$ cat src/hw/rtl/hbm_pkg.sv
`timescale 1ns / 1ps
package hbm_pkg;

  localparam int ADDR_BITS  = 48;
  localparam int PORT_BITS  = 6;
  localparam int BANK_BITS  = 6;
  localparam int MAX_STAGE  = 6;
  localparam int MAX_BANKS  = 64;
  localparam int FOLD_SPAN  = 32;
  localparam int LOW_W      = 31;
  localparam int DIV_STEP   = 4;
  localparam int DIV_STAGES = ADDR_BITS / DIV_STEP;
  localparam int NUM_STAGES = 4 + DIV_STAGES + 1;

  typedef enum logic [2:0] {
    REG_IL, REG_SB, REG_NODE, REG_ALIAS, REG_XOR, REG_ODD, REG_BANKS
  } cfg_idx_t;

  typedef struct packed {
    logic [4:0]           il;
    logic [2:0]           sb;
    logic [ADDR_BITS-1:0] node_span;
    logic [6:0]           alias_f;
    logic                 xor_en;
    logic                 odd_en;
    logic [6:0]           bank_count;
  } cfg_t;

  typedef struct packed {
    logic [BANK_BITS-1:0] bank;
    logic [ADDR_BITS-1:0] boff;
    logic [LOW_W-1:0]     low;
  } side_t;

  // bank field width: configured field width, or floor(log2(bank_count)) when zero, capped
  function automatic logic [2:0] eff_sb(cfg_t c);
    logic [2:0] s;
    s = c.sb;
    if (s == 3'd0) begin
      s = 3'd0;
      for (int i = 1; i < 7; i++) begin
        if (c.bank_count[i]) s = 3'(i);
      end
    end
    if (s > 3'(MAX_STAGE)) s = 3'(MAX_STAGE);
    return s;
  endfunction

  function automatic logic [BANK_BITS-1:0] odd_div(cfg_t c);
    logic [6:0] n;
    n = c.bank_count;
    if (n < 7'd2) n = 7'd2;
    if (n > 7'(MAX_BANKS)) n = 7'(MAX_BANKS);
    return BANK_BITS'(n - 7'd1);
  endfunction

endpackage

$ cat src/hw/rtl/hbm_div.sv
`timescale 1ns / 1ps
module hbm_div (
  input  logic                           clk,
  input  logic [hbm_pkg::DIV_STAGES-1:0] en,
  input  logic [hbm_pkg::BANK_BITS-1:0]  divisor,
  input  logic [hbm_pkg::ADDR_BITS-1:0]  qd_in,
  input  hbm_pkg::side_t                 side_in,
  output logic [hbm_pkg::ADDR_BITS-1:0]  quot,
  output logic [hbm_pkg::BANK_BITS-1:0]  rem_out,
  output hbm_pkg::side_t                 side_out
);
  import hbm_pkg::*;

  // qd holds the dividend bits still to consume on top, quotient bits below
  logic [ADDR_BITS-1:0] qd_r   [DIV_STAGES];
  logic [BANK_BITS-1:0] rem_r  [DIV_STAGES];
  side_t                side_r [DIV_STAGES];

  for (genvar j = 0; j < DIV_STAGES; j++) begin : g_st
    logic [ADDR_BITS-1:0] qd_cur, qd_nxt;
    logic [BANK_BITS-1:0] rem_cur;
    side_t                side_cur;
    logic [BANK_BITS:0]   r;

    if (j == 0) begin : g_first
      assign qd_cur   = qd_in;
      assign rem_cur  = '0;
      assign side_cur = side_in;
    end else begin : g_next
      assign qd_cur   = qd_r[j-1];
      assign rem_cur  = rem_r[j-1];
      assign side_cur = side_r[j-1];
    end

    always_comb begin
      r      = {1'b0, rem_cur};
      qd_nxt = qd_cur;
      for (int s = 0; s < DIV_STEP; s++) begin
        r      = {r[BANK_BITS-1:0], qd_nxt[ADDR_BITS-1]};
        qd_nxt = {qd_nxt[ADDR_BITS-2:0], 1'b0};
        if (r >= {1'b0, divisor}) begin
          r         = r - {1'b0, divisor};
          qd_nxt[0] = 1'b1;
        end
      end
    end

    always_ff @(posedge clk) begin
      if (en[j]) begin
        qd_r[j]   <= qd_nxt;
        rem_r[j]  <= r[BANK_BITS-1:0];
        side_r[j] <= side_cur;
      end
    end
  end

  assign quot     = qd_r[DIV_STAGES-1];
  assign rem_out  = rem_r[DIV_STAGES-1];
  assign side_out = side_r[DIV_STAGES-1];
endmodule

$ cat config.mk
export PLATFORM = sky130hd
export DESIGN_NAME = hbm_div
export DESIGN_NICKNAME = d
export VERILOG_FILES = /design/src/hw/rtl/hbm_pkg.sv /design/src/hw/rtl/hbm_div.sv
export SDC_FILE = /design/constraint.sdc
export NUM_CORES = 2
export LEC_CHECK = 0
export ABC_CLOCK_PERIOD_IN_PS = 24200
export BUFFER_PORTS_ARGS = -buffer_cell sky130_fd_sc_hd__buf_2
export CORE_UTILIZATION = 45
export CTS_BUF_LIST = sky130_fd_sc_hd__clkbuf_4
export CTS_CLUSTER_SIZE = 28
export DETAILED_ROUTE_END_ITERATION = 12
export PLACE_DENSITY_LB_ADDON = 0.08
export SETUP_SLACK_MARGIN = 0.1
export SYNTH_ARGS = -nofsm -noshare
export SYNTH_HDL_FRONTEND = slang
export SYNTH_SLANG_ARGS = --single-unit
$ cat constraint.sdc
create_clock -name clk -period 24.2 [get_ports clk]
set_clock_uncertainty 0.15 [all_clocks]
set_input_delay 1.21 -clock clk [delete_from_list [all_inputs] [get_ports clk]]
set_output_delay 1.21 -clock clk [all_outputs]
set_load 0.05 [all_outputs]
After elaboration in Yosys (flattened, before gate mapping)

Memories as Yosys holds them, arrays and structs flattened.
Index checks and enable logic that the tools add are counted.

Add/subtract/negate cells: 48
Magnitude comparators: 48
Muxes and demuxes: 120

Operators by type and width:

| operator    | count |
|---|---|
| $ge 7x6->1  | 47 |
| $mux 6      | 48 |
| $sub 6x6->6 | 47 |
| $mux 1      | 72 |
| $ge 1x6->1  | 1 |
| $sub 1x6->6 | 1 |

Bits in registers: 0
Bits in writable memories: 1668
Input bits: 152
Output and inout bits: 139
Word-level logic and storage cells: 219
Memories: 3

Memory list:

| memory | words | bits a word | rd ports | clocked after Yosys merged registers in | wr ports | RTL line      | source |
|---|---|---|---|---|---|---|---|
| side_r | 12    | 85          | 12       | 0                                       | 12       | hbm_div.sv:17 | `side_t side_r [DIV_STAGES];` |
| qd_r   | 12    | 48          | 12       | 0                                       | 12       | hbm_div.sv:15 | `logic [ADDR_BITS-1:0] qd_r [DIV_STAGES];` |
| rem_r  | 12    | 6           | 12       | 0                                       | 12       | hbm_div.sv:16 | `logic [BANK_BITS-1:0] rem_r [DIV_STAGES];` |

Logic depth before layout (Yosys ltp)

An unclocked memory read counts as a cell.

Depth in word-level cells: 9
Depth in mapped cells: 38
Depth with buffers taken out: 37

Least setup slack after synthesis

Ideal clock, no wire load.

Path type: input-to-reg
From: input port divisor[1] (netlist name)
To: memory rem_r[1][1] (netlist: rem_r[0][7]), data pin
Setup time: 0.258 ns
Arrival: 10.650 ns
Data required time: 23.792 ns
Setup slack: 13.142 ns
Cell stages on the path: 34
Buffers on the path: 0
Cells stage by stage: inv_1 -> ha_1 -> nor2b_1 -> o21ai_0 -> a41oi_1 -> nor3_2 -> inv_1 -> o21ai_0 -> inv_1 -> ha_1 -> nor2b_1 -> o31a_1 -> o31ai_1 -> o211ai_1 -> a21oi_2 -> inv_1 -> mux2i_1 -> inv_1 -> ha_1 -> and3_1 -> a311o_1 -> o22ai_1 -> a21bo_2 -> mux2i_1 -> o21ai_0 -> ha_1 -> a21o_1 -> a21o_1 -> a21o_1 -> a2111oi_0 -> o21bai_1 -> nor3b_1 -> nand2_1 -> o221a_2

RTL lines:

| item        | RTL line      | source |
|---|---|---|
| from (decl) | hbm_div.sv:5  | `input logic [hbm_pkg::BANK_BITS-1:0] divisor,` |
| to (decl)   | hbm_div.sv:16 |  |

==> results.md <==
- Synth top area cells: edfxtp_1 78%, ha_1 5.5%, fa_1 1.5%
- Post-Syn Area: 64480 um2
- Most common cell on crit path: ha_1
- Crit-path slowest cell: or4b_2
- F_max: 99.47 MHz
- Synth-to-Final Area Change: 16.13%
- Endpoints failing setup: 0
- Syn Area/Cell: 18.21 um2
- RSZ-0062 raised after global routing: false
- Flop and latch count out of synthesis: 1668
- Crit path buf inv count: 5
- Worst setup SP type: input port
- Die height: 380.5 um
- Commonest non-fill, non-tap cell in the layout: edfxtp_1
- Residual DRC: 0
- Row count: 138
- Worst-skew pair later-pin latency: 1.23 ns
- Outcome: completed
- Yosys top cell area share: 0.7768
- DR iter-0 viols: 1726
- Largest net degree at the start of global routing: 90
- Clock slew at reported path FFs: 0.06 ns
- Vias in the first global route: 34288
- CTS buffer count: 429
- Final-stage net count: 4891
- Clock sinks: 1668
- Max_cap viols: 0
- Post-DP HPWL: 76.69 mm
- Synth area leader: edfxtp_1
- Dpl cell area: 68590 um2
- Clock root cell: clkbuf_4
- GR Overflow Total: 0
- TritonCTS clock tree: done
- Syn Nets: 4023
- Remaining antenna violation count: 0
- Htree depth: 5
- Core area: 141900 um2
- Asr flop ratio synth: 0
- First-pass GRT wire length: 193.9 mm
- Die Area: 144800 um2
- Final wirelength: 126.7 mm
- GRT Util Overall: 0.1773
- Fraction of layout cells with a size suffix above 1: 0.2318
- YS warnings: 0
- Slew Limit Fails: 0
- EDFF count, synth: 1668
- WS Path Type: in -> reg
- # IOs: 291
- Post-Syn Instances: 3540
- Worst hold slack: 0.2147 ns
- Avg WL per Cell: 19.30 um
- CP peak stage delay: 0.65 ns
- Most frequent cells in the layout: 1668 x edfxtp_1, 599 x clkbuf_4, 284 x ha_1
- Tmin final: 10.05 ns
- CP delay by family, top: compound AO/OA/AOI/OAI gates
- Rel. slew slack: 0.3119
- Starting Density: 0.4543
- Critical path data required time: 25.07 ns
- Crit-path max FO: 63
- Arrival time at the worst endpoint: 10.92 ns
- Via count: 32825
- PortBufs: 290
- DR vias/cell: 4.999
- Netlist cell types: 84
- TNS Setup: 0 ns
- Design Area, Final: 74880 um2
- Final core occ: 0.5276
- Most used flip-flop cell after synthesis: edfxtp_1
- Clk buf depth: 4
- Placer Congestion: 0.8157
- Initial antenna violation count: 5
- Die X: 380.5 um
- Fin crit share: 0.4154
- Worst Setup End Kind: flop
- First-pass DRT Iterations: 5
- Worst-margin pin slew: 1.003 ns
- Fin. Hold Viols: 0
- Hold Path Class: reg -> reg
- Sequential cell area fraction in the yosys report: 0.7768
- Fill count: 11776
cell usage after synthesis (8+ instances only):
master / instances
nand3_1: 21
and2_1: 18
xor2_1: 40
and3_1: 20
nand2b_1: 27
nor2b_1: 71
xnor2_1: 92
nand2_1: 112
edfxtp_1: 1668
fa_1: 47
a21o_1: 63
o21ai_0: 134
mux2i_1: 52
a21oi_1: 134
inv_1: 194
o221ai_1: 8
nor3_1: 15
a31o_2: 12
nor3b_1: 8
o21a_1: 50
a21boi_0: 18
o211ai_1: 21
ha_1: 284
mux2_2: 81
and4_1: 13
a31oi_1: 22
a221o_1: 13
nor2_1: 119
a211oi_1: 23
o31a_1: 14
or2_2: 8
o31ai_1: 13
state kept, by name, indices dropped and copies added, names as in the netlist:
| register | cells |
|---|---|
| side_r | 1020 |
| qd_r | 576 |
| rem_r | 72 |
cell families after synthesis:
logic type	synth area share
AOI/OAI and AO/OA	0.06436
adders and majority gates	0.06970
xor gates and xnor gates	0.01793
buffers and inverters	0.01236
and+or+nand+nor	0.03642
DFF	0.7768
muxes	0.02243
routing by layer:
| layer | vias to the layer above | part of all wire | track usage | wire length [um] |
|---|---|---|---|---|
| li1 | 15821 | - | - | - |
| met1 | 15992 | 0.46 | 0.2365 | 58020 |
| met2 | 768 | 0.47 | 0.2816 | 59620 |
| met3 | 244 | 0.045 | 0.03935 | 5706 |
| met4 | 0 | 0.027 | 0.07288 | 3374 |
| met5 | - | 0 | 0 | 0 |
timing repair:
action,in CTS,in global routing
hold buffers,129,0
buffers inserted,0,0
resized for setup,0,0
endpoints found under the hold margin,129,0
worst paths after layout:
check             cells past startpoint  slack, ns      startpoint        endpoint
setup / recovery                     33      14.15      divisor[1]    rem_r[1][17]
hold / removal                        0       0.21  side_r[0][113]  side_r[0][198]
setup reg to reg                     33      14.96     rem_r[0][0]     rem_r[0][7]
hold reg to reg                       0       0.21  side_r[0][113]  side_r[0][198]
final cells by class:
cell class	instances	area, um2	share of cell area
antenna	8	20.02	0.0002673
clock buffer	599	4497	0.06005
clock inverter	92	481.7	0.006433
inverter	195	734.5	0.009808
multi-input combinational	1663	13600	0.1816
sequential	1668	50090	0.6689
tap	1890	2365	0.03158
timing repair buffer	451	3100	0.04140
through the flow:
| stage | cells | setup slack, ns |
|---|---|---|
| 2_1_floorplan | 3540 | 13.14 |
| 5_1_grt | 6564 | 13.39 |
| 6_report | 6566 | 14.15 |
| 3_3_place_gp | 5738 | 12.85 |
| 3_5_place_dp | 5738 | 12.87 |
| 4_1_cts | 6558 | 14.22 |
Power is not shown: default switching activity piles up to over one toggle a cycle in this logic, so the estimate is an artifact.
