===== config.mk =====
export PLATFORM = sky130hd
export DESIGN_NAME = hbm_addr
export DESIGN_NICKNAME = d
export VERILOG_FILES = /design/src/hw/rtl/hbm_pkg.sv /design/src/hw/rtl/hbm_addr.sv
export SDC_FILE = /design/constraint.sdc
export NUM_CORES = 2
export LEC_CHECK = 0
export ABC_AREA = 1
export BUFFER_PORTS_ARGS = -buffer_cell sky130_fd_sc_hd__buf_2
export CAP_MARGIN = 20
export CORE_MARGIN = 2
export CORE_UTILIZATION = 53
export CTS_BUF_LIST = sky130_fd_sc_hd__clkbuf_8
export DETAILED_ROUTE_END_ITERATION = 7
export PLACE_DENSITY = 0.71
export SYNTH_ARGS = -nofsm -noshare
export SYNTH_HDL_FRONTEND = slang
export SYNTH_SLANG_ARGS = --single-unit

===== constraint.sdc =====
create_clock -name clk -period 15.31 [get_ports clk]
set_input_delay 3.062 -clock clk [delete_from_list [all_inputs] [get_ports clk]]
set_output_delay 3.062 -clock clk [all_outputs]
set_load 0.02 [all_outputs]

===== src/hw/rtl/hbm_pkg.sv =====
`timescale 1ns / 1ps
package hbm_pkg;

  localparam int ADDR_BITS  = 48;
  localparam int PORT_BITS  = 6;
  localparam int BANK_BITS  = 6;
  localparam int MAX_STAGE  = 6;
  localparam int MAX_BANKS  = 64;
  localparam int FOLD_SPAN  = 32;
  localparam int LOW_W      = 31;
  localparam int DIV_STEP   = 4;
  localparam int DIV_STAGES = ADDR_BITS / DIV_STEP;
  localparam int NUM_STAGES = 4 + DIV_STAGES + 1;

  typedef enum logic [2:0] {
    REG_IL, REG_SB, REG_NODE, REG_ALIAS, REG_XOR, REG_ODD, REG_BANKS
  } cfg_idx_t;

  typedef struct packed {
    logic [4:0]           il;
    logic [2:0]           sb;
    logic [ADDR_BITS-1:0] node_span;
    logic [6:0]           alias_f;
    logic                 xor_en;
    logic                 odd_en;
    logic [6:0]           bank_count;
  } cfg_t;

  typedef struct packed {
    logic [BANK_BITS-1:0] bank;
    logic [ADDR_BITS-1:0] boff;
    logic [LOW_W-1:0]     low;
  } side_t;

  // bank field width: configured field width, or floor(log2(bank_count)) when zero, capped
  function automatic logic [2:0] eff_sb(cfg_t c);
    logic [2:0] s;
    s = c.sb;
    if (s == 3'd0) begin
      s = 3'd0;
      for (int i = 1; i < 7; i++) begin
        if (c.bank_count[i]) s = 3'(i);
      end
    end
    if (s > 3'(MAX_STAGE)) s = 3'(MAX_STAGE);
    return s;
  endfunction

  function automatic logic [BANK_BITS-1:0] odd_div(cfg_t c);
    logic [6:0] n;
    n = c.bank_count;
    if (n < 7'd2) n = 7'd2;
    if (n > 7'(MAX_BANKS)) n = 7'(MAX_BANKS);
    return BANK_BITS'(n - 7'd1);
  endfunction

endpackage


===== src/hw/rtl/hbm_addr.sv =====
`timescale 1ns / 1ps
module hbm_addr (
  input  logic                          clk,
  input  logic [2:0]                    en,
  input  hbm_pkg::cfg_t                 cfg,
  input  logic [hbm_pkg::ADDR_BITS-1:0] address,
  input  logic [hbm_pkg::PORT_BITS-1:0] port_index,
  output logic [hbm_pkg::ADDR_BITS-1:0] addr_out
);
  import hbm_pkg::*;

  logic [ADDR_BITS-1:0] addr0_r, addr1_r, addr2_r, span0_r, prod1_r;
  logic [ADDR_BITS-1:0] addr0_nxt, span0_nxt, prod1_nxt, addr2_nxt;
  logic [PORT_BITS-1:0] qport0_r, qport0_nxt;
  logic [PORT_BITS-1:0] q;
  logic [7:0]           rem;
  logic [ADDR_BITS+6:0] span_wide;
  logic [ADDR_BITS+5:0] prod_wide;

  // port / alias by restoring steps, node span times alias
  always_comb begin
    rem = '0;
    q   = '0;
    for (int i = PORT_BITS - 1; i >= 0; i--) begin
      rem = {rem[6:0], port_index[i]};
      if (rem >= {1'b0, cfg.alias_f}) begin
        rem  = rem - {1'b0, cfg.alias_f};
        q[i] = 1'b1;
      end
    end
    span_wide = cfg.node_span * cfg.alias_f;
    addr0_nxt = address;
    if (cfg.alias_f > 7'd1) begin
      qport0_nxt = q;
      span0_nxt  = span_wide[ADDR_BITS-1:0];
    end else begin
      qport0_nxt = port_index;
      span0_nxt  = cfg.node_span;
    end
  end

  assign prod_wide = qport0_r * span0_r;
  assign prod1_nxt = prod_wide[ADDR_BITS-1:0];
  assign addr2_nxt = addr1_r + prod1_r;

  always_ff @(posedge clk) begin
    if (en[0]) begin
      addr0_r  <= addr0_nxt;
      qport0_r <= qport0_nxt;
      span0_r  <= span0_nxt;
    end
    if (en[1]) begin
      addr1_r <= addr0_r;
      prod1_r <= prod1_nxt;
    end
    if (en[2]) addr2_r <= addr2_nxt;
  end

  assign addr_out = addr2_r;
endmodule


# Word level (Yosys, flattened, before mapping)
# Cells that the tools add are included.
[totals]
output_inout_bits = 48
word_cells = 34
reg_bits = 246
[op_classes]
add_sub_neg = 6
multipliers = 2
muxes = 13
magnitude_cmp = 7
[op_table]
columns = ["op", "n"]
rows = [
  ["48-bit adder", 1],
  ["48-bit by 7-bit multiplier with 48-bit output", 1],
  ["6-bit by 48-bit multiplier with 48-bit output", 1],
  ["48-bit two-way mux", 1],
  ["8-bit by 7-bit greater-or-equal comparator with 1-bit output", 5],
  ["7-bit two-way mux", 5],
  ["7-bit subtractor", 4],
  ["1-bit by 7-bit greater-or-equal comparator with 1-bit output", 1],
  ["7-bit by 1-bit > comparator with 1-bit output (second input constant)", 1],
  ["1-bit by 7-bit subtractor with 7-bit output", 1],
  ["1-bit two-way mux", 6],
  ["6-bit two-way mux", 1],
]

# Logic depth before layout (Yosys ltp)
[logic_depth]
ltp_word = 13
mapped_depth = 60
depth_no_buf = 59

# Least setup slack after synthesis
# No wires, ideal clock.
[synth_timing]
kind = "in2reg"
startpoint = "input port_index[5] in the netlist's numbering"
endpoint = "register qport0_r[0] (data pin)"
n_path_buf = 2
path_slack_ns = 4.107
path_stages = 58
arrival_time_ns = 10.948
setup_time_ns = 0.254
path_cell_list = "inv_1 > ha_1 > or2_4 > nand2_1 > nand2_1 > o21ai_0 > inv_1 > fa_1 > inv_1 > nand4_2 > nand2_4 > nand2_4 > nand3_4 > inv_4 > o21ai_0 > ha_1 > a21oi_1 > o21ai_1 > [... 22 more ...] > o21ai_0 > a31oi_1 > nand2_1 > a211oi_1 > nand3_4 > buf_8 > a21oi_2 > ha_1 > a21boi_0 > o21a_1 > o21ai_0 > nand2_1 > a21oi_1 > o21bai_1 > a21oi_1 > nand2_1 > nand2_1 > nand2_1"
[synth_between]
elab_chain_cells = 13
word_cells_on_any_way = 18
cone_classes = "add/sub (5); order compare (6); mux (7)"
[synth_rtl]
columns = ["element", "line_no", "rtl"]
rows = [
  ["start: declaration", "hbm_addr.sv:7", "input logic [hbm_pkg::PORT_BITS-1:0] port_index,"],
  ["1-bit by 7-bit subtractor with 7-bit output or 1-bit by 7-bit greater-or-equal comparator with 1-bit output (tied branches)", "hbm_addr.sv:27, hbm_addr.sv:26", ""],
  ["7-bit two-way mux (*)", "hbm_addr.sv:26", "if (rem >= {1'b0, cfg.alias_f}) begin"],
  ["7-bit subtractor or 8-bit by 7-bit greater-or-equal comparator with 1-bit output (tied branches)", "hbm_addr.sv:27, hbm_addr.sv:26", ""],
  ["7-bit two-way mux (*)", "hbm_addr.sv:26", ""],
  ["7-bit subtractor or 8-bit by 7-bit greater-or-equal comparator with 1-bit output (tied branches)", "hbm_addr.sv:27, hbm_addr.sv:26", ""],
  ["7-bit two-way mux (*)", "hbm_addr.sv:26", ""],
  ["7-bit subtractor or 8-bit by 7-bit greater-or-equal comparator with 1-bit output (tied branches)", "hbm_addr.sv:27, hbm_addr.sv:26", ""],
  ["7-bit two-way mux (*)", "hbm_addr.sv:26", ""],
  ["7-bit subtractor or 8-bit by 7-bit greater-or-equal comparator with 1-bit output (tied branches)", "hbm_addr.sv:27, hbm_addr.sv:26", ""],
  ["7-bit two-way mux (*)", "hbm_addr.sv:26", ""],
  ["8-bit by 7-bit greater-or-equal comparator with 1-bit output (*)", "hbm_addr.sv:26", ""],
  ["1-bit two-way mux (*)", "hbm_addr.sv:26", ""],
  ["6-bit two-way mux (*)", "hbm_addr.sv:33", "if (cfg.alias_f > 7'd1) begin"],
  ["net qport0_nxt[0]", "hbm_addr.sv:14", "logic [PORT_BITS-1:0] qport0_r, qport0_nxt;"],
  ["end signal: assignment", "hbm_addr.sv:49", "qport0_r <= qport0_nxt;"],
  ["end: declaration", "hbm_addr.sv:14", ""],
]
# Mark *: on every way through the listed nets, which the timed path passes. The rest lies on a longest branch.
# A chain may end at the register's enable or synchronous reset.

# Worst setup path in the final report
[layout_timing]
startpoint = "input cfg[13] in the netlist's numbering"
endpoint = "register qport0_r[0] (data pin)"
[layout_between]
elab_chain_cells = 13
word_cells_on_any_way = 19
cone_classes = "add/sub (5); order compare (7); mux (7)"
[layout_rtl]
columns = ["element", "line_no", "rtl"]
rows = [
  ["start: declaration", "hbm_addr.sv:5", "input hbm_pkg::cfg_t cfg,"],
  ["1-bit by 7-bit subtractor with 7-bit output or 1-bit by 7-bit greater-or-equal comparator with 1-bit output (tied branches)", "hbm_addr.sv:27, hbm_addr.sv:26", ""],
  ["7-bit two-way mux", "hbm_addr.sv:26", ""],
  ["7-bit subtractor or 8-bit by 7-bit greater-or-equal comparator with 1-bit output (tied branches)", "hbm_addr.sv:27, hbm_addr.sv:26", ""],
  ["7-bit two-way mux", "hbm_addr.sv:26", ""],
  ["7-bit subtractor or 8-bit by 7-bit greater-or-equal comparator with 1-bit output (tied branches)", "hbm_addr.sv:27, hbm_addr.sv:26", ""],
  ["7-bit two-way mux", "hbm_addr.sv:26", ""],
  ["8-bit by 7-bit greater-or-equal comparator with 1-bit output or 7-bit subtractor (tied branches)", "hbm_addr.sv:26, hbm_addr.sv:27", ""],
  ["7-bit two-way mux", "hbm_addr.sv:26", ""],
  ["7-bit subtractor or 8-bit by 7-bit greater-or-equal comparator with 1-bit output (tied branches)", "hbm_addr.sv:27, hbm_addr.sv:26", ""],
  ["7-bit two-way mux", "hbm_addr.sv:26", ""],
  ["8-bit by 7-bit greater-or-equal comparator with 1-bit output", "hbm_addr.sv:26", ""],
  ["1-bit two-way mux", "hbm_addr.sv:26", ""],
  ["6-bit two-way mux (*)", "hbm_addr.sv:33", ""],
  ["net qport0_nxt[0]", "hbm_addr.sv:14", ""],
]
# Marks and branches as above.

==> results.json <==
{
  "die-area_um2": 58300,
  "cp_slowest_cell": "buf_4",
  "critPathRequiredTime_ps": 15630,
  "grt_max_degree": 73,
  "synth_fa_ha_area_share_pct": 33.9,
  "vias": 23200,
  "cts_buffer_depth": 3,
  "dr.first_iter.drc_count": 1247,
  "clock_latency_ps": 570,
  "worstHoldStart": "addr0_r[21]",
  "synthArstFlopShare_pct": 0,
  "ys_seq_elements": 246,
  "status": "finished clean",
  "ys_seq_area_share_pct": 24.7,
  "synth_top_family_by_area": "adder cells",
  "num-nets-final": 4311,
  "worstMarginPinSlew_ps": 1080,
  "synth-simple-area-share_pct": 17.5,
  "start_util_pct": 53.3,
  "vias_per_cell": 5.27,
  "final_cell_mix": "nand2_1 (933), inv_1 (636), fa_1 (390)",
  "cpMostUsedCell": "nand2_1",
  "gp_congestion": 0.949,
  "clockRootBuffer": "clkbuf_8",
  "synth_edf_count": 246,
  "grt_use_total_pct": 24.6,
  "synth_xor_area_share_pct": 4.45,
  "netlist_area_um2": 29900,
  "worstRegToRegCells": 20,
  "yosys_warnings": 0,
  "syn_to_final_growth_pct": 6.49,
  "synth_cell_types": 56,
  "critPathMaxFanout": 68,
  "max_stage_delay_ps": 550,
  "worst-r2r-setup-slack_ps": 10290,
  "ctsResizeCount": 0,
  "holdBufCountCts": 0,
  "layout_commonest_cell": "nand2_1",
  "coreArea_um2": 56100,
  "drt-pass1-iter-count": 5,
  "cap_violations": 0,
  "timing_worst_setup_path_type": "input pin to flop",
  "setup_viol": 0,
  "routedWlPerCell_um": 16.0,
  "synth_compound_area_share_pct": 9.26,
  "max_freq_mhz": 79.2,
  "grt_pass1_vias": 24100,
  "overflow": 0,
  "wirelength_um": 70300,
  "hpwl_um": 55900,
  "finalHoldViolCount": 0,
  "critPathArrivalTime_ps": 12950,
  "antenna_found_initial": 6,
  "period_needed_ps": 12630,
  "min_delay_worst_endpoint": "addr1_r[21]",
  "synthFlopType": "edfxtp_1",
  "clk_pin_slew_ps": 60,
  "slew_headroom_pct": 27.7,
  "drive_above_1_share_pct": 8.04,
  "rows": 87,
  "postSynthCellCount": 3506,
  "io_buffers": 160,
  "rsz0062_at_grt": "false",
  "drc_errors": 0,
  "chipWidth_um": 242,
  "rr_endpoint": "prod1_r[44]",
  "postRouteAntennaNets": 0,
  "ctsHtreeMaxLevel": 2,
  "syn-num-nets": 4213,
  "period_share_pct": 82.5,
  "drv_slew": 0,
  "hold_path_depth": 0,
  "worst_setup_path_start_kind": "input pin",
  "r2r_start": "qport0_r[0]",
  "num_io_pins": 178,
  "fin_worst_skew_ps": 17.4,
  "crit_path_end_kind": "flop",
  "grt_pass1_wl_um": 118000,
  "clkSinkCount": 246,
  "hp-class": "flop to flop",
  "setup_tns_ps": 0,
  "fp.dieH_um": 242,
  "cts_tree": "done",
  "numCtsBuffers": 40,
  "postCtsSetupRepairBufs": 0,
  "synth_mux_area_share_pct": 0,
  "syn_avg_cell_area_um2": 8.53
}
==> area by class of cell <==
cell class / instances / area [um^2]
fillers: 5164 / 24200
clock inverters: 29 / 148
diodes: 5 / 12.5
clock buffers: 40 / 551
flip-flops and latches: 246 / 7390
well taps: 756 / 946
repair buffers: 176 / 926
multi-input cells: 2505 / 19500
inverters: 635 / 2390
==> per-layer routing <==
metal	GRT usage, %	vias up	share of wire [%]	wire length, um
li1	-	11300	-	-
met1	32.8	11100	44	31100
met2	41.9	650	48	33500
met3	3.03	131	5.4	3800
met4	7.76	2	2.6	1830
met5	0	-	0.014	10
==> flip-flops by register name, summed over array words and instances (netlist names) <==
name and flops:
addr0_r 48, addr1_r 48, addr_out 48, prod1_r 48, span0_r 48, qport0_r 6
==> metrics by stage <==
| stage | cell area, um^2 | worst slack [ps] | utilization, % | hold slack (ps) | instances |
|---|---|---|---|---|---|
| CTS | 31800 | 2700 | 56.8 | 413 | 4387 |
| global placement | 31100 | 2200 | 55.5 | 401 | 4318 |
| global route | 31800 | 1690 | 56.8 | 419 | 4391 |
| finish | 31800 | 2680 | 56.8 | 413 | 4392 |
| detailed placement | 31100 | 2110 | 55.5 | 405 | 4318 |
| floorplan | 29900 | 4110 | - | 400 | 3506 |
==> worst max-delay path, delay by kind of cell <==
kind            cells  cell delay (ps)
buf+inv             5             1320
compound gates     23             3910
simple gates       25             3100
fa+ha+maj           5             1520
==> worst max-delay path by stage <==
stage                        from          end  slack (ps)  cells past startpoint
floorplan           port_index[5]  qport0_r[0]        4110                     58
global placement          cfg[13]  qport0_r[0]        2200                     58
detailed placement        cfg[13]  qport0_r[0]        2110                     58
CTS                       cfg[13]  qport0_r[0]        2700                     58
global route              cfg[13]  qport0_r[0]        1690                     58
finish                    cfg[13]  qport0_r[0]        2680                     58
==> kinds of logic (layout without fill, tap and decap cells) <==
kind of cell / Yosys count / in the layout
adder cells (fa/ha/maj): 577 / 577
other: 0 / 5
AND/OR/NAND/NOR: 1286 / 1286
flip-flops: 246 / 246
buffers and inverters: 755 / 880
AO/OA/AOI/OAI: 490 / 490
XOR/XNOR: 152 / 152
==> cell usage after synthesis, types with 3 or more instances <==
cell type  instances  area [um^2]
nor4_1             7         43.8
nand3_4            3         52.6
nor3_1            27          135
nand3_1           50          250
clkbuf_2          35          175
clkbuf_1          51          191
ha_1             187         2340
o2111ai_1          4         35.0
buf_4              4         30.0
o211ai_1          11         82.6
o21a_1            15          113
a211oi_1           7         52.6
o221ai_1           7         61.3
nand2_1          933         3500
buf_6             16          180
o31ai_1            5         37.5
fa_1             390         7810
inv_2              7         26.3
nor2_2             6         37.5
a21o_1             5         37.5
a31oi_1           69          432
o21ai_0          121          606
a21oi_2            6         52.6
edfxtp_1         246         7390
or2_2             12         75.1
nand3_2            6         60.1
nor2_1           199          747
xnor2_1           63          552
a21oi_1          205         1030
nor2_4             3         33.8
buf_1             12         45.0
a21boi_0           7         52.6
and3_1             6         37.5
o21ai_2            4         35.0
o21bai_1           3         22.5
inv_1            627         2350
o21ai_1           16         80.1
nand4_1           12         75.1
xor2_1            89          780
nand2_2            8         50.1
Power is not shown: default switching activity piles up to over one toggle a cycle in this logic, so the estimate is an artifact.
